[src/rtl/core/tro_pkg.sv]
package tro_pkg;

    // Datapath widths shared by the rotation unit, the gain unit and the sequencer
    localparam int CORDIC_W = 44;   // x/y vector, 16 guard bits below Q.8
    localparam int Z_W      = 33;   // angle in turns, 2^32 per full turn
    localparam int GUARD    = 16;
    localparam int G_W      = CORDIC_W - GUARD + 1;  // signed gain-corrected value

    // Gain correction K = 2608131497 / 2^32, split into two 16-bit halves
    localparam logic [15:0] GAIN_HI    = 16'd39796;
    localparam logic [15:0] GAIN_LO    = 16'd60841;
    localparam int          GAIN_SHIFT = 32;

    localparam logic signed [Z_W-1:0] QUARTER_TURN = Z_W'(1073741824);

    typedef enum logic [3:0] {
        S_IDLE,
        S_LOAD,
        S_VEC,
        S_VG_ISSUE,
        S_VG_WAIT,
        S_VG_CAP,
        S_ERR,
        S_DIV1,
        S_DIV2,
        S_RLOAD,
        S_ROT,
        S_RG_X,
        S_RG_Y,
        S_RG_F,
        S_RG_L,
        S_OUT
    } t_state;

    typedef struct packed {
        logic load;     // take the initial vector and angle, restart the count
        logic step;     // run one micro-rotation
        logic rotate;   // 1: drive the angle to zero, 0: drive y to zero
    } t_cordic_ctl;

    // Elementary angles atan(2^-i) in turns, 2^32 per full turn
    function automatic logic [29:0] atan_turn(input logic [4:0] idx);
        logic [29:0] a;
        case (idx)
            5'd0:  a = 30'd536870912;
            5'd1:  a = 30'd316933406;
            5'd2:  a = 30'd167458907;
            5'd3:  a = 30'd85004756;
            5'd4:  a = 30'd42667331;
            5'd5:  a = 30'd21354465;
            5'd6:  a = 30'd10679838;
            5'd7:  a = 30'd5340245;
            5'd8:  a = 30'd2670163;
            5'd9:  a = 30'd1335087;
            5'd10: a = 30'd667544;
            5'd11: a = 30'd333772;
            5'd12: a = 30'd166886;
            5'd13: a = 30'd83443;
            5'd14: a = 30'd41722;
            5'd15: a = 30'd20861;
            5'd16: a = 30'd10430;
            5'd17: a = 30'd5215;
            5'd18: a = 30'd2608;
            5'd19: a = 30'd1304;
            5'd20: a = 30'd652;
            5'd21: a = 30'd326;
            5'd22: a = 30'd163;
            5'd23: a = 30'd81;
            5'd24: a = 30'd41;
            5'd25: a = 30'd20;
            5'd26: a = 30'd10;
            5'd27: a = 30'd5;
            5'd28: a = 30'd3;
            5'd29: a = 30'd1;
            5'd30: a = 30'd1;
            default: a = 30'd0;
        endcase
        return a;
    endfunction

endpackage

[src/rtl/core/target_relative_offset.sv]
// Target position relative to a moving body.
// Input channel (i_valid/o_ready): one beat carries the target point, the
// current point (Q.8) and the current heading (degrees, Q.7).
// Output channel (o_valid/i_ready): one beat per input beat with distance,
// bearing, wrapped heading error and the lateral and forward offsets.
// One shared CORDIC unit does one micro-rotation per cycle: first in
// vectoring mode for distance and bearing, then in rotation mode for the
// body-frame offsets. A two-stage gain multiplier scales its results.
// A new item is accepted only after the last one has left the sequencer
// for the output register. Coincident points skip both CORDIC passes.
// The rate is set by the two passes through the single unit.
// o_ready is high only while the block is idle. A finished result sits in
// the output register; a stalled receiver holds it there, the next item is
// still taken and computed, and waits until the output register frees up.
// Reset clears the sequencer, the output valid and the held bearing (0).
module target_relative_offset #(
    parameter int CORDIC_STEPS = 24
) (
    input  logic               i_clk,
    input  logic               i_rst_n,
    input  logic               i_valid,
    output logic               o_ready,
    input  logic signed [23:0] i_target_x,
    input  logic signed [23:0] i_target_y,
    input  logic signed [23:0] i_current_x,
    input  logic signed [23:0] i_current_y,
    input  logic signed [17:0] i_heading,
    output logic               o_valid,
    input  logic               i_ready,
    output logic        [24:0] o_distance,
    output logic signed [15:0] o_bearing,
    output logic signed [15:0] o_heading_error,
    output logic signed [25:0] o_lateral_offset,
    output logic signed [25:0] o_forward_offset
);

    localparam int N_STEPS = (CORDIC_STEPS > 32) ? 32 : CORDIC_STEPS;
    localparam int W       = tro_pkg::CORDIC_W;
    localparam int ZW      = tro_pkg::Z_W;
    localparam int GW      = tro_pkg::G_W;
    localparam int PW      = ZW + 17;

    localparam logic signed [15:0] HALF_Q7 = 16'sd23040;
    localparam logic signed [18:0] HALF_19 = 19'sd23040;
    localparam logic signed [18:0] FULL_19 = 19'sd46080;
    localparam logic signed [17:0] HALF_18 = 18'sd23040;

    tro_pkg::t_state      r_state, n_state;
    tro_pkg::t_cordic_ctl cctl;

    logic signed [24:0]   r_dx, r_dy;
    logic signed [17:0]   r_hd;
    logic signed [15:0]   r_held, r_bearing, r_err;
    logic        [24:0]   r_dist;
    logic signed [PW-1:0] r_zprod;
    logic        [20:0]   r_u;
    logic        [42:0]   r_p1;
    logic signed [32:0]   r_p2;
    logic signed [ZW-1:0] r_t;
    logic signed [25:0]   r_fwd, r_lat;
    logic                 r_o_valid;
    logic        [24:0]   r_o_dist;
    logic signed [15:0]   r_o_bearing, r_o_err;
    logic signed [25:0]   r_o_lat, r_o_fwd;

    logic signed [W-1:0]  c_x, c_y, c_x0, c_y0;
    logic signed [ZW-1:0] c_z, c_z0;
    logic                 c_done;
    logic                 gain_start, gain_sel_y, gain_valid;
    logic signed [GW-1:0] gain_r;
    logic                 out_load, coinc;

    logic signed [W-1:0]  vx, vy, vec_x0, vec_y0, rd, rot_x0, rot_y0;
    logic signed [ZW-1:0] vec_z0, rot_z0;
    logic signed [PW-1:0] bsum;
    logic signed [17:0]   b18;
    logic signed [15:0]   b_clamped;
    logic signed [22:0]   u_s;
    logic        [15:0]   q16;
    logic        [21:0]   q45, rem;
    logic        [16:0]   qc;

    // Wrap an angle difference into [-180, 180] degrees, at most five passes
    function automatic logic signed [15:0] wrap_err(input logic signed [18:0] e);
        logic signed [18:0] v;
        v = e;
        for (int k = 0; k < 5; k++) begin
            if (v > HALF_19) begin
                v = v - FULL_19;
            end else if (v < -HALF_19) begin
                v = v + FULL_19;
            end
        end
        return v[15:0];
    endfunction

    // Saturate a gain-corrected value to the 26-bit offset range
    function automatic logic signed [25:0] clamp26(input logic signed [GW-1:0] g);
        logic signed [25:0] r;
        if (g > $signed(GW'(33554431))) begin
            r = 26'sh1FFFFFF;
        end else if (g < -$signed(GW'(33554432))) begin
            r = 26'sh2000000;
        end else begin
            r = g[25:0];
        end
        return r;
    endfunction

    tro_cordic #(
        .N_STEPS (N_STEPS)
    ) u_cordic (
        .i_clk   (i_clk),
        .i_rst_n (i_rst_n),
        .i_ctl   (cctl),
        .i_x0    (c_x0),
        .i_y0    (c_y0),
        .i_z0    (c_z0),
        .o_x     (c_x),
        .o_y     (c_y),
        .o_z     (c_z),
        .o_done  (c_done)
    );

    tro_gain u_gain (
        .i_clk   (i_clk),
        .i_rst_n (i_rst_n),
        .i_start (gain_start),
        .i_v     (gain_sel_y ? c_y : c_x),
        .o_valid (gain_valid),
        .o_r     (gain_r)
    );

    assign coinc = (r_dx == 25'sd0) && (r_dy == 25'sd0);

    // Vectoring start: move a left-half vector into the right half by a quarter turn
    always_comb begin
        vx = W'(r_dx) <<< tro_pkg::GUARD;
        vy = W'(r_dy) <<< tro_pkg::GUARD;
        vec_x0 = vx;
        vec_y0 = vy;
        vec_z0 = '0;
        if (vx < 0) begin
            if (vy >= 0) begin
                vec_x0 = vy;
                vec_y0 = -vx;
                vec_z0 = tro_pkg::QUARTER_TURN;
            end else begin
                vec_x0 = -vy;
                vec_y0 = vx;
                vec_z0 = -tro_pkg::QUARTER_TURN;
            end
        end
    end

    // Rotation start: turn (distance, 0) by a quarter when the error is large
    always_comb begin
        rd = $signed(W'({r_dist, 16'b0}));
        rot_x0 = rd;
        rot_y0 = '0;
        rot_z0 = r_t;
        if (r_t > tro_pkg::QUARTER_TURN) begin
            rot_x0 = '0;
            rot_y0 = rd;
            rot_z0 = r_t - tro_pkg::QUARTER_TURN;
        end else if (r_t < -tro_pkg::QUARTER_TURN) begin
            rot_x0 = '0;
            rot_y0 = -rd;
            rot_z0 = r_t + tro_pkg::QUARTER_TURN;
        end
    end

    assign c_x0 = (r_state == tro_pkg::S_RLOAD) ? rot_x0 : vec_x0;
    assign c_y0 = (r_state == tro_pkg::S_RLOAD) ? rot_y0 : vec_y0;
    assign c_z0 = (r_state == tro_pkg::S_RLOAD) ? rot_z0 : vec_z0;

    // Bearing: angle in turns to degrees Q.7 with rounding, then saturate
    assign bsum = r_zprod + PW'(64'sh80000000);
    assign b18  = bsum[PW-1:32];
    always_comb begin
        if (b18 > HALF_18) begin
            b_clamped = HALF_Q7;
        end else if (b18 < -HALF_18) begin
            b_clamped = -HALF_Q7;
        end else begin
            b_clamped = b18[15:0];
        end
    end

    // Error to turns: floor((e*2^22 + 22) / 45) as e*93206 + floor((34e + 22) / 45)
    assign u_s = 23'(r_err) * 23'sd34 + 23'sd783427;
    assign q16 = r_p1[42:27];
    assign q45 = 22'(q16) * 22'd45;
    assign rem = {1'b0, r_u} - q45;
    assign qc  = (rem >= 22'd45) ? 17'(q16) + 17'd1 : 17'(q16);

    // Next state
    always_comb begin
        n_state = r_state;
        case (r_state)
            tro_pkg::S_IDLE:     if (i_valid) n_state = tro_pkg::S_LOAD;
            tro_pkg::S_LOAD:     n_state = coinc ? tro_pkg::S_ERR : tro_pkg::S_VEC;
            tro_pkg::S_VEC:      if (c_done) n_state = tro_pkg::S_VG_ISSUE;
            tro_pkg::S_VG_ISSUE: n_state = tro_pkg::S_VG_WAIT;
            tro_pkg::S_VG_WAIT:  n_state = tro_pkg::S_VG_CAP;
            tro_pkg::S_VG_CAP:   n_state = tro_pkg::S_ERR;
            tro_pkg::S_ERR:      n_state = (r_dist == '0) ? tro_pkg::S_OUT : tro_pkg::S_DIV1;
            tro_pkg::S_DIV1:     n_state = tro_pkg::S_DIV2;
            tro_pkg::S_DIV2:     n_state = tro_pkg::S_RLOAD;
            tro_pkg::S_RLOAD:    n_state = tro_pkg::S_ROT;
            tro_pkg::S_ROT:      if (c_done) n_state = tro_pkg::S_RG_X;
            tro_pkg::S_RG_X:     n_state = tro_pkg::S_RG_Y;
            tro_pkg::S_RG_Y:     n_state = tro_pkg::S_RG_F;
            tro_pkg::S_RG_F:     n_state = tro_pkg::S_RG_L;
            tro_pkg::S_RG_L:     n_state = tro_pkg::S_OUT;
            tro_pkg::S_OUT:      if (!r_o_valid || i_ready) n_state = tro_pkg::S_IDLE;
            default:             n_state = tro_pkg::S_IDLE;
        endcase
    end

    // Sequencer outputs
    always_comb begin
        cctl       = '0;
        gain_start = 1'b0;
        gain_sel_y = 1'b0;
        o_ready    = 1'b0;
        out_load   = 1'b0;
        case (r_state)
            tro_pkg::S_IDLE:     o_ready = 1'b1;
            tro_pkg::S_LOAD:     cctl.load = !coinc;
            tro_pkg::S_VEC:      cctl.step = 1'b1;
            tro_pkg::S_VG_ISSUE: gain_start = 1'b1;
            tro_pkg::S_RLOAD:    cctl.load = 1'b1;
            tro_pkg::S_ROT: begin
                cctl.step   = 1'b1;
                cctl.rotate = 1'b1;
            end
            tro_pkg::S_RG_X:     gain_start = 1'b1;
            tro_pkg::S_RG_Y: begin
                gain_start = 1'b1;
                gain_sel_y = 1'b1;
            end
            tro_pkg::S_OUT:      out_load = !r_o_valid || i_ready;
            default: begin
                cctl = '0;
            end
        endcase
    end

    // Control registers
    always_ff @(posedge i_clk) begin
        if (!i_rst_n) begin
            r_state   <= tro_pkg::S_IDLE;
            r_o_valid <= 1'b0;
            r_held    <= '0;
        end else begin
            r_state <= n_state;
            if (out_load) begin
                r_o_valid <= 1'b1;
            end else if (i_ready) begin
                r_o_valid <= 1'b0;
            end
            if (r_state == tro_pkg::S_VG_CAP) begin
                r_held <= b_clamped;
            end
        end
    end

    // Working registers, one group per sequencer step
    always_ff @(posedge i_clk) begin
        case (r_state)
            tro_pkg::S_IDLE: begin
                r_dx <= 25'(i_target_x) - 25'(i_current_x);
                r_dy <= 25'(i_target_y) - 25'(i_current_y);
                r_hd <= i_heading;
            end
            tro_pkg::S_LOAD: begin
                if (coinc) begin
                    r_bearing <= r_held;
                    r_dist    <= '0;
                end
            end
            tro_pkg::S_VG_ISSUE: begin
                r_zprod <= PW'(c_z) * PW'(46080);
            end
            tro_pkg::S_VG_CAP: begin
                r_bearing <= b_clamped;
                if (gain_r < 0) begin
                    r_dist <= '0;
                end else if (gain_r > $signed(GW'(33554431))) begin
                    r_dist <= 25'h1FFFFFF;
                end else begin
                    r_dist <= gain_r[24:0];
                end
            end
            tro_pkg::S_ERR: begin
                r_err <= wrap_err(19'(r_bearing) - 19'(r_hd));
                r_fwd <= '0;
                r_lat <= '0;
            end
            tro_pkg::S_DIV1: begin
                r_u  <= u_s[20:0];
                r_p1 <= 43'(u_s[20:0]) * 43'd2982616;
                r_p2 <= 33'(r_err) * 33'sd93206;
            end
            tro_pkg::S_DIV2: begin
                r_t <= r_p2 + $signed(33'(qc)) - 33'sd17409;
            end
            tro_pkg::S_RG_F: begin
                r_fwd <= clamp26(gain_r);
            end
            tro_pkg::S_RG_L: begin
                r_lat <= clamp26(-gain_r);
            end
            default: begin
                r_t <= r_t;
            end
        endcase
    end

    // Output register: load when the slot is free or being drained
    always_ff @(posedge i_clk) begin
        if (out_load) begin
            r_o_dist    <= r_dist;
            r_o_bearing <= r_bearing;
            r_o_err     <= r_err;
            r_o_lat     <= r_lat;
            r_o_fwd     <= r_fwd;
        end
    end

    assign o_valid          = r_o_valid;
    assign o_distance       = r_o_dist;
    assign o_bearing        = r_o_bearing;
    assign o_heading_error  = r_o_err;
    assign o_lateral_offset = r_o_lat;
    assign o_forward_offset = r_o_fwd;

    // Gain results land exactly in the capture steps
    a_gain_cap: assert property (@(posedge i_clk) disable iff (!i_rst_n)
        (r_state == tro_pkg::S_VG_CAP || r_state == tro_pkg::S_RG_F ||
         r_state == tro_pkg::S_RG_L) |-> gain_valid)
        else $error("gain result not ready at capture");

    // The vectoring pass is finished before its result is scaled
    a_vec_done: assert property (@(posedge i_clk) disable iff (!i_rst_n)
        (r_state == tro_pkg::S_VG_ISSUE) |-> c_done)
        else $error("vectoring pass not finished");

    // Held bearing changes only when a new bearing is captured
    a_held: assert property (@(posedge i_clk) disable iff (!i_rst_n)
        (r_state != tro_pkg::S_VG_CAP) |=> $stable(r_held))
        else $error("held bearing changed outside capture");

    // Wrapped error is inside the half-turn range before conversion
    a_err_range: assert property (@(posedge i_clk) disable iff (!i_rst_n)
        (r_state == tro_pkg::S_DIV1) |-> (r_err <= HALF_Q7 && r_err >= -HALF_Q7))
        else $error("heading error out of range");

    // Zero distance gives zero offsets
    a_coinc_zero: assert property (@(posedge i_clk) disable iff (!i_rst_n)
        (r_state == tro_pkg::S_OUT && r_dist == '0) |-> (r_lat == '0 && r_fwd == '0))
        else $error("nonzero offset at zero distance");

endmodule

[src/rtl/core/tro_cordic.sv]
module tro_cordic #(
    parameter int N_STEPS = 24
) (
    input  logic                                i_clk,
    input  logic                                i_rst_n,
    input  tro_pkg::t_cordic_ctl                i_ctl,
    input  logic signed [tro_pkg::CORDIC_W-1:0] i_x0,
    input  logic signed [tro_pkg::CORDIC_W-1:0] i_y0,
    input  logic signed [tro_pkg::Z_W-1:0]      i_z0,
    output logic signed [tro_pkg::CORDIC_W-1:0] o_x,
    output logic signed [tro_pkg::CORDIC_W-1:0] o_y,
    output logic signed [tro_pkg::Z_W-1:0]      o_z,
    output logic                                o_done
);

    localparam int W  = tro_pkg::CORDIC_W;
    localparam int ZW = tro_pkg::Z_W;
    localparam int CW = $clog2(N_STEPS + 1);
    localparam int IW = $clog2(N_STEPS);

    logic signed [W-1:0]  r_x, r_y, n_x, n_y;
    logic signed [ZW-1:0] r_z, n_z;
    logic [CW-1:0]        r_cnt;
    logic [IW-1:0]        idx;
    logic signed [W-1:0]  xs, ys;
    logic signed [ZW-1:0] az;
    logic                 ccw;

    // One micro-rotation: shift both legs by the step index, add or subtract
    assign idx = r_cnt[IW-1:0];
    assign xs  = r_x >>> idx;
    assign ys  = r_y >>> idx;
    assign az  = $signed(ZW'(tro_pkg::atan_turn(5'(idx))));

    // Turn counterclockwise when y is below the axis, or when angle is left to go
    assign ccw = i_ctl.rotate ? !r_z[ZW-1] : r_y[W-1];

    always_comb begin
        n_x = ccw ? r_x - ys : r_x + ys;
        n_y = ccw ? r_y + xs : r_y - xs;
        n_z = ccw ? r_z - az : r_z + az;
    end

    assign o_done = (r_cnt == CW'(N_STEPS));
    assign o_x    = r_x;
    assign o_y    = r_y;
    assign o_z    = r_z;

    // Step counter: park at the end count after reset
    always_ff @(posedge i_clk) begin
        if (!i_rst_n) begin
            r_cnt <= CW'(N_STEPS);
        end else if (i_ctl.load) begin
            r_cnt <= '0;
        end else if (i_ctl.step && !o_done) begin
            r_cnt <= r_cnt + CW'(1);
        end
    end

    // Vector and angle registers
    always_ff @(posedge i_clk) begin
        if (i_ctl.load) begin
            r_x <= i_x0;
            r_y <= i_y0;
            r_z <= i_z0;
        end else if (i_ctl.step && !o_done) begin
            r_x <= n_x;
            r_y <= n_y;
            r_z <= n_z;
        end
    end

endmodule

[src/rtl/core/tro_gain.sv]
module tro_gain (
    input  logic                                i_clk,
    input  logic                                i_rst_n,
    input  logic                                i_start,
    input  logic signed [tro_pkg::CORDIC_W-1:0] i_v,
    output logic                                o_valid,
    output logic signed [tro_pkg::G_W-1:0]      o_r
);

    localparam int W  = tro_pkg::CORDIC_W;
    localparam int GW = tro_pkg::G_W;
    localparam int SH = tro_pkg::GAIN_SHIFT;
    localparam logic [W+16:0] ROUND = (W + 17)'(1) << (31 + tro_pkg::GUARD);

    logic [W-1:0]    mag;
    logic [W+15:0]   r_phi;
    logic [W+16:0]   r_q;
    logic            r_neg;
    logic            r_v1, r_v2;
    logic [W+16:0]   sum;
    logic [W-17:0]   mag_r;

    // Stage 1: magnitude times both halves of the gain, rounding bias on the low half
    assign mag = i_v[W-1] ? W'(-i_v) : W'(i_v);

    always_ff @(posedge i_clk) begin
        r_phi <= (W + 16)'(mag) * (W + 16)'(tro_pkg::GAIN_HI);
        r_q   <= (W + 17)'(mag) * (W + 17)'(tro_pkg::GAIN_LO) + ROUND;
        r_neg <= i_v[W-1];
    end

    // Stage 2: combine the halves, drop the fraction, restore the sign
    assign sum   = (W + 17)'(r_phi) + (r_q >> 16);
    assign mag_r = sum[W+15:SH];

    always_ff @(posedge i_clk) begin
        o_r <= r_neg ? -$signed(GW'(mag_r)) : $signed(GW'(mag_r));
    end

    // Track beats through the two stages
    always_ff @(posedge i_clk) begin
        if (!i_rst_n) begin
            r_v1 <= 1'b0;
            r_v2 <= 1'b0;
        end else begin
            r_v1 <= i_start;
            r_v2 <= r_v1;
        end
    end

    assign o_valid = r_v2;

endmodule
[config.mk]
export PLATFORM = sky130hd
export DESIGN_NAME = target_relative_offset
export DESIGN_NICKNAME = d
export VERILOG_FILES = /design/src/rtl/core/tro_pkg.sv /design/src/rtl/core/target_relative_offset.sv /design/src/rtl/core/tro_cordic.sv /design/src/rtl/core/tro_gain.sv
export SDC_FILE = /design/constraint.sdc
export NUM_CORES = 2
export LEC_CHECK = 0
export BUFFER_PORTS_ARGS = -buffer_cell sky130_fd_sc_hd__buf_2
export CAP_MARGIN = 15
export CORE_ASPECT_RATIO = 2
export CORE_UTILIZATION = 39
export CTS_BUF_LIST = sky130_fd_sc_hd__clkbuf_8
export CTS_CLUSTER_DIAMETER = 150
export DETAILED_ROUTE_END_ITERATION = 7
export MAX_ROUTING_LAYER = met4
export PLACE_DENSITY = 0.67
export SYNTH_ARGS = -nofsm -noshare
export SYNTH_HDL_FRONTEND = slang
export SYNTH_HIERARCHICAL = 1
export SYNTH_SLANG_ARGS = --single-unit
[constraint.sdc]
create_clock -name i_clk -period 11.4 [get_ports i_clk]
set_input_delay 0 -clock i_clk [delete_from_list [all_inputs] [get_ports i_clk]]
set_output_delay 0 -clock i_clk [all_outputs]
set_load 0.005 [all_outputs]
==> summary.md <==
| Metric | Value |
|---|---|
| Status | `finished, final reports clean` |
| TritonRoute pass-1 iters | `6` |
| Syn Std Cell Area | `92500 um^2` |
| DR vias/cell | `5.67` |
| Setup violators final | `0` |
| Area post-placement | `99500 um^2` |
| Hold/Removal Path Class | `in -> reg` |
| Period utilization | `0.974` |
| Detailed-route DRC error count | `0` |
| Drt total wl | `360 mm` |
| Final Max Tran Viols | `0` |
| Post-Synthesis Cells | `9993` |
| Crit-path max cell delay | `630 ps` |
| Die Y-Extent | `691 um` |
| Met2 Resource Use GR | `0.578` |
| Clock-pin slew on the worst setup and hold paths | `80 ps` |
| Max Cap Violations | `0` |
| Startpoint types | `flop` |
| Number of global-route vias before repair | `84800` |
| Fin Hold WS | `250 ps` |
| Filler instances | `22600` |
| Worst Setup End Kind | `flop` |
| Routing usage on met3 | `0.0403` |
| Sink Count | `683` |
| Drt wl/cell | `26.0 um` |
| Crit path DAT | `11860 ps` |
| Clk Latency, worst-skew pair | `900 ps` |
| Final setup margin | `297 ps` |
| Antenna violations before repair | `21` |
| Final #Nets | `12800` |
| Share of layout cells above drive strength 1 | `0.110` |
| Shortest period the worst path allows | `11100 ps` |
| GR Util met1 | `0.251` |
| Global Route Usage Sum | `0.308` |
| Synth Area per Inst | `9.26 um^2` |
| Gr busiest metal | `met2` |
| IO Port Bufs | `228` |
| Grt ovf | `0` |
| Initial drt markers | `4767` |
| Largest net degree at the start of global routing | `111` |
| Routability congestion estimate | `1.03` |
| Crit path top cell by count | `fa_1` |
| Htree depth | `3` |
| Worst Path Required | `12160 ps` |
| Final Hold Viols | `0` |
| First-pass GRT wire length | `530 mm` |
| I/O Pins | `229` |
| Longest Clk Path Bufs | `3` |
| Final Instance Area | `104000 um^2` |
| ANT nets after route | `0` |
| Rel. slew slack | `0.188` |
| Clk_skew | `88.5 ps` |
| Die Wd | `346 um` |
| Half-perimeter wire length after placement | `300 mm` |
| CP Max Fanout | `7` |
| Total CTS buffers | `109` |
| CTS tree | `done` |
| FMAX | `0.0901 GHz` |
| R2R depth | `34` |
| # rows | `252` |
| RSZ-0062 raised after global routing | `false` |
| DP Worst Slack | `-243 ps` |
| Ys Warns | `6` |
| Hold depth | `5` |
| Critical Path Slowest Stage Cell | `fa_1` |
| CTS root buf | `clkbuf_8` |
| Initial core utilization | `0.393` |
| Full die area | `239000 um^2` |
| Core area | `236000 um^2` |
| Area grow syn2layout | `12.9%` |
| Routed via count | `78700` |
| Crit Path Class | `reg -> reg` |
| Worst-margin pin slew | `1210 ps` |
## critical path: cells and delay by family (launching register included)
family	cells	cell delay (ps)
buf+inv	8	1210
simple gates	8	2600
xor+xnor	2	650
flops	1	310
mux	1	390
compound gates	8	2350
fa+ha+maj	7	3390
## registers in the layout, summed over array words and instances, names as in the netlist, 18 cells and up
signal	flops
r_dx	25
r_t	33
o_lateral_offset	26
r_p2	32
u_gain/o_r	29
r_zprod	19
r_u	19
r_dist	25
r_fwd	26
u_cordic/o_x	44
o_distance	25
u_gain/r_phi	56
u_cordic/o_y	44
r_dy	25
r_lat	26
u_cordic/o_z	33
r_hd	18
o_forward_offset	26
u_gain/r_q	45
## cell type report
| type | count | area [um^2] | area share |
|---|---|---|---|
| Antenna cell | 22 | 55.1 | 0.000527 |
| Clock buffer | 124 | 1710 | 0.0163 |
| Clock inverter | 83 | 871 | 0.00833 |
| Inverter | 1833 | 6880 | 0.0659 |
| Multi-Input combinational cell | 7235 | 65900 | 0.631 |
| Sequential cell | 683 | 19000 | 0.181 |
| Tap cell | 3048 | 3810 | 0.0365 |
| Timing Repair Buffer | 834 | 6280 | 0.0601 |
## per-layer routing
metal,up-vias,wire [um]
li1,35500,-
met1,38700,106000
met2,2946,196000
met3,1519,15000
met4,0,43800
met5,-,0
## repair_timing
item,4_1_cts,5_1_grt
pin swaps,2,14
setup endpoints to repair,3,21
buffers inserted,0,4
hold endpoints to repair,93,0
hold buffers,216,0
resized for setup,8,38
cloned,0,0
## final timing paths
path	start	to	slack, ps
hold / removal	i_target_x[0]	r_dx[0]	250
hold reg to reg	r_lat[7]	o_lateral_offset[7]	420
setup / recovery	r_state[0]	u_gain/r_phi[56]	300
setup reg to reg	r_state[0]	u_gain/r_phi[56]	300
## per-stage QoR
step,cells,TNS (ps),utilization
3_5_place_dp,13400,-275,0.423
2_1_floorplan,10000,0,-
3_3_place_gp,13400,-1260,0.423
5_1_grt,13900,0,0.444
6_report,13900,0,0.444
4_1_cts,13800,0,0.443
## placed cells by master, fill, tap and decap left out, types with 139 or more instances in the layout
cell type and instances:
inv_1 1846, ha_1 1195, fa_1 823, nand2_1 591
nor2_1 584, o21ai_0 543, edfxtp_1 526, a21oi_1 477
xnor2_1 434, buf_4 384, xor2_1 238, buf_2 229
dlygate4sd3_1 216, a21o_1 187, dfxtp_1 152, nand3_1 139
Power is not shown: default switching activity piles up to over one toggle a cycle in this logic, so the estimate is an artifact.
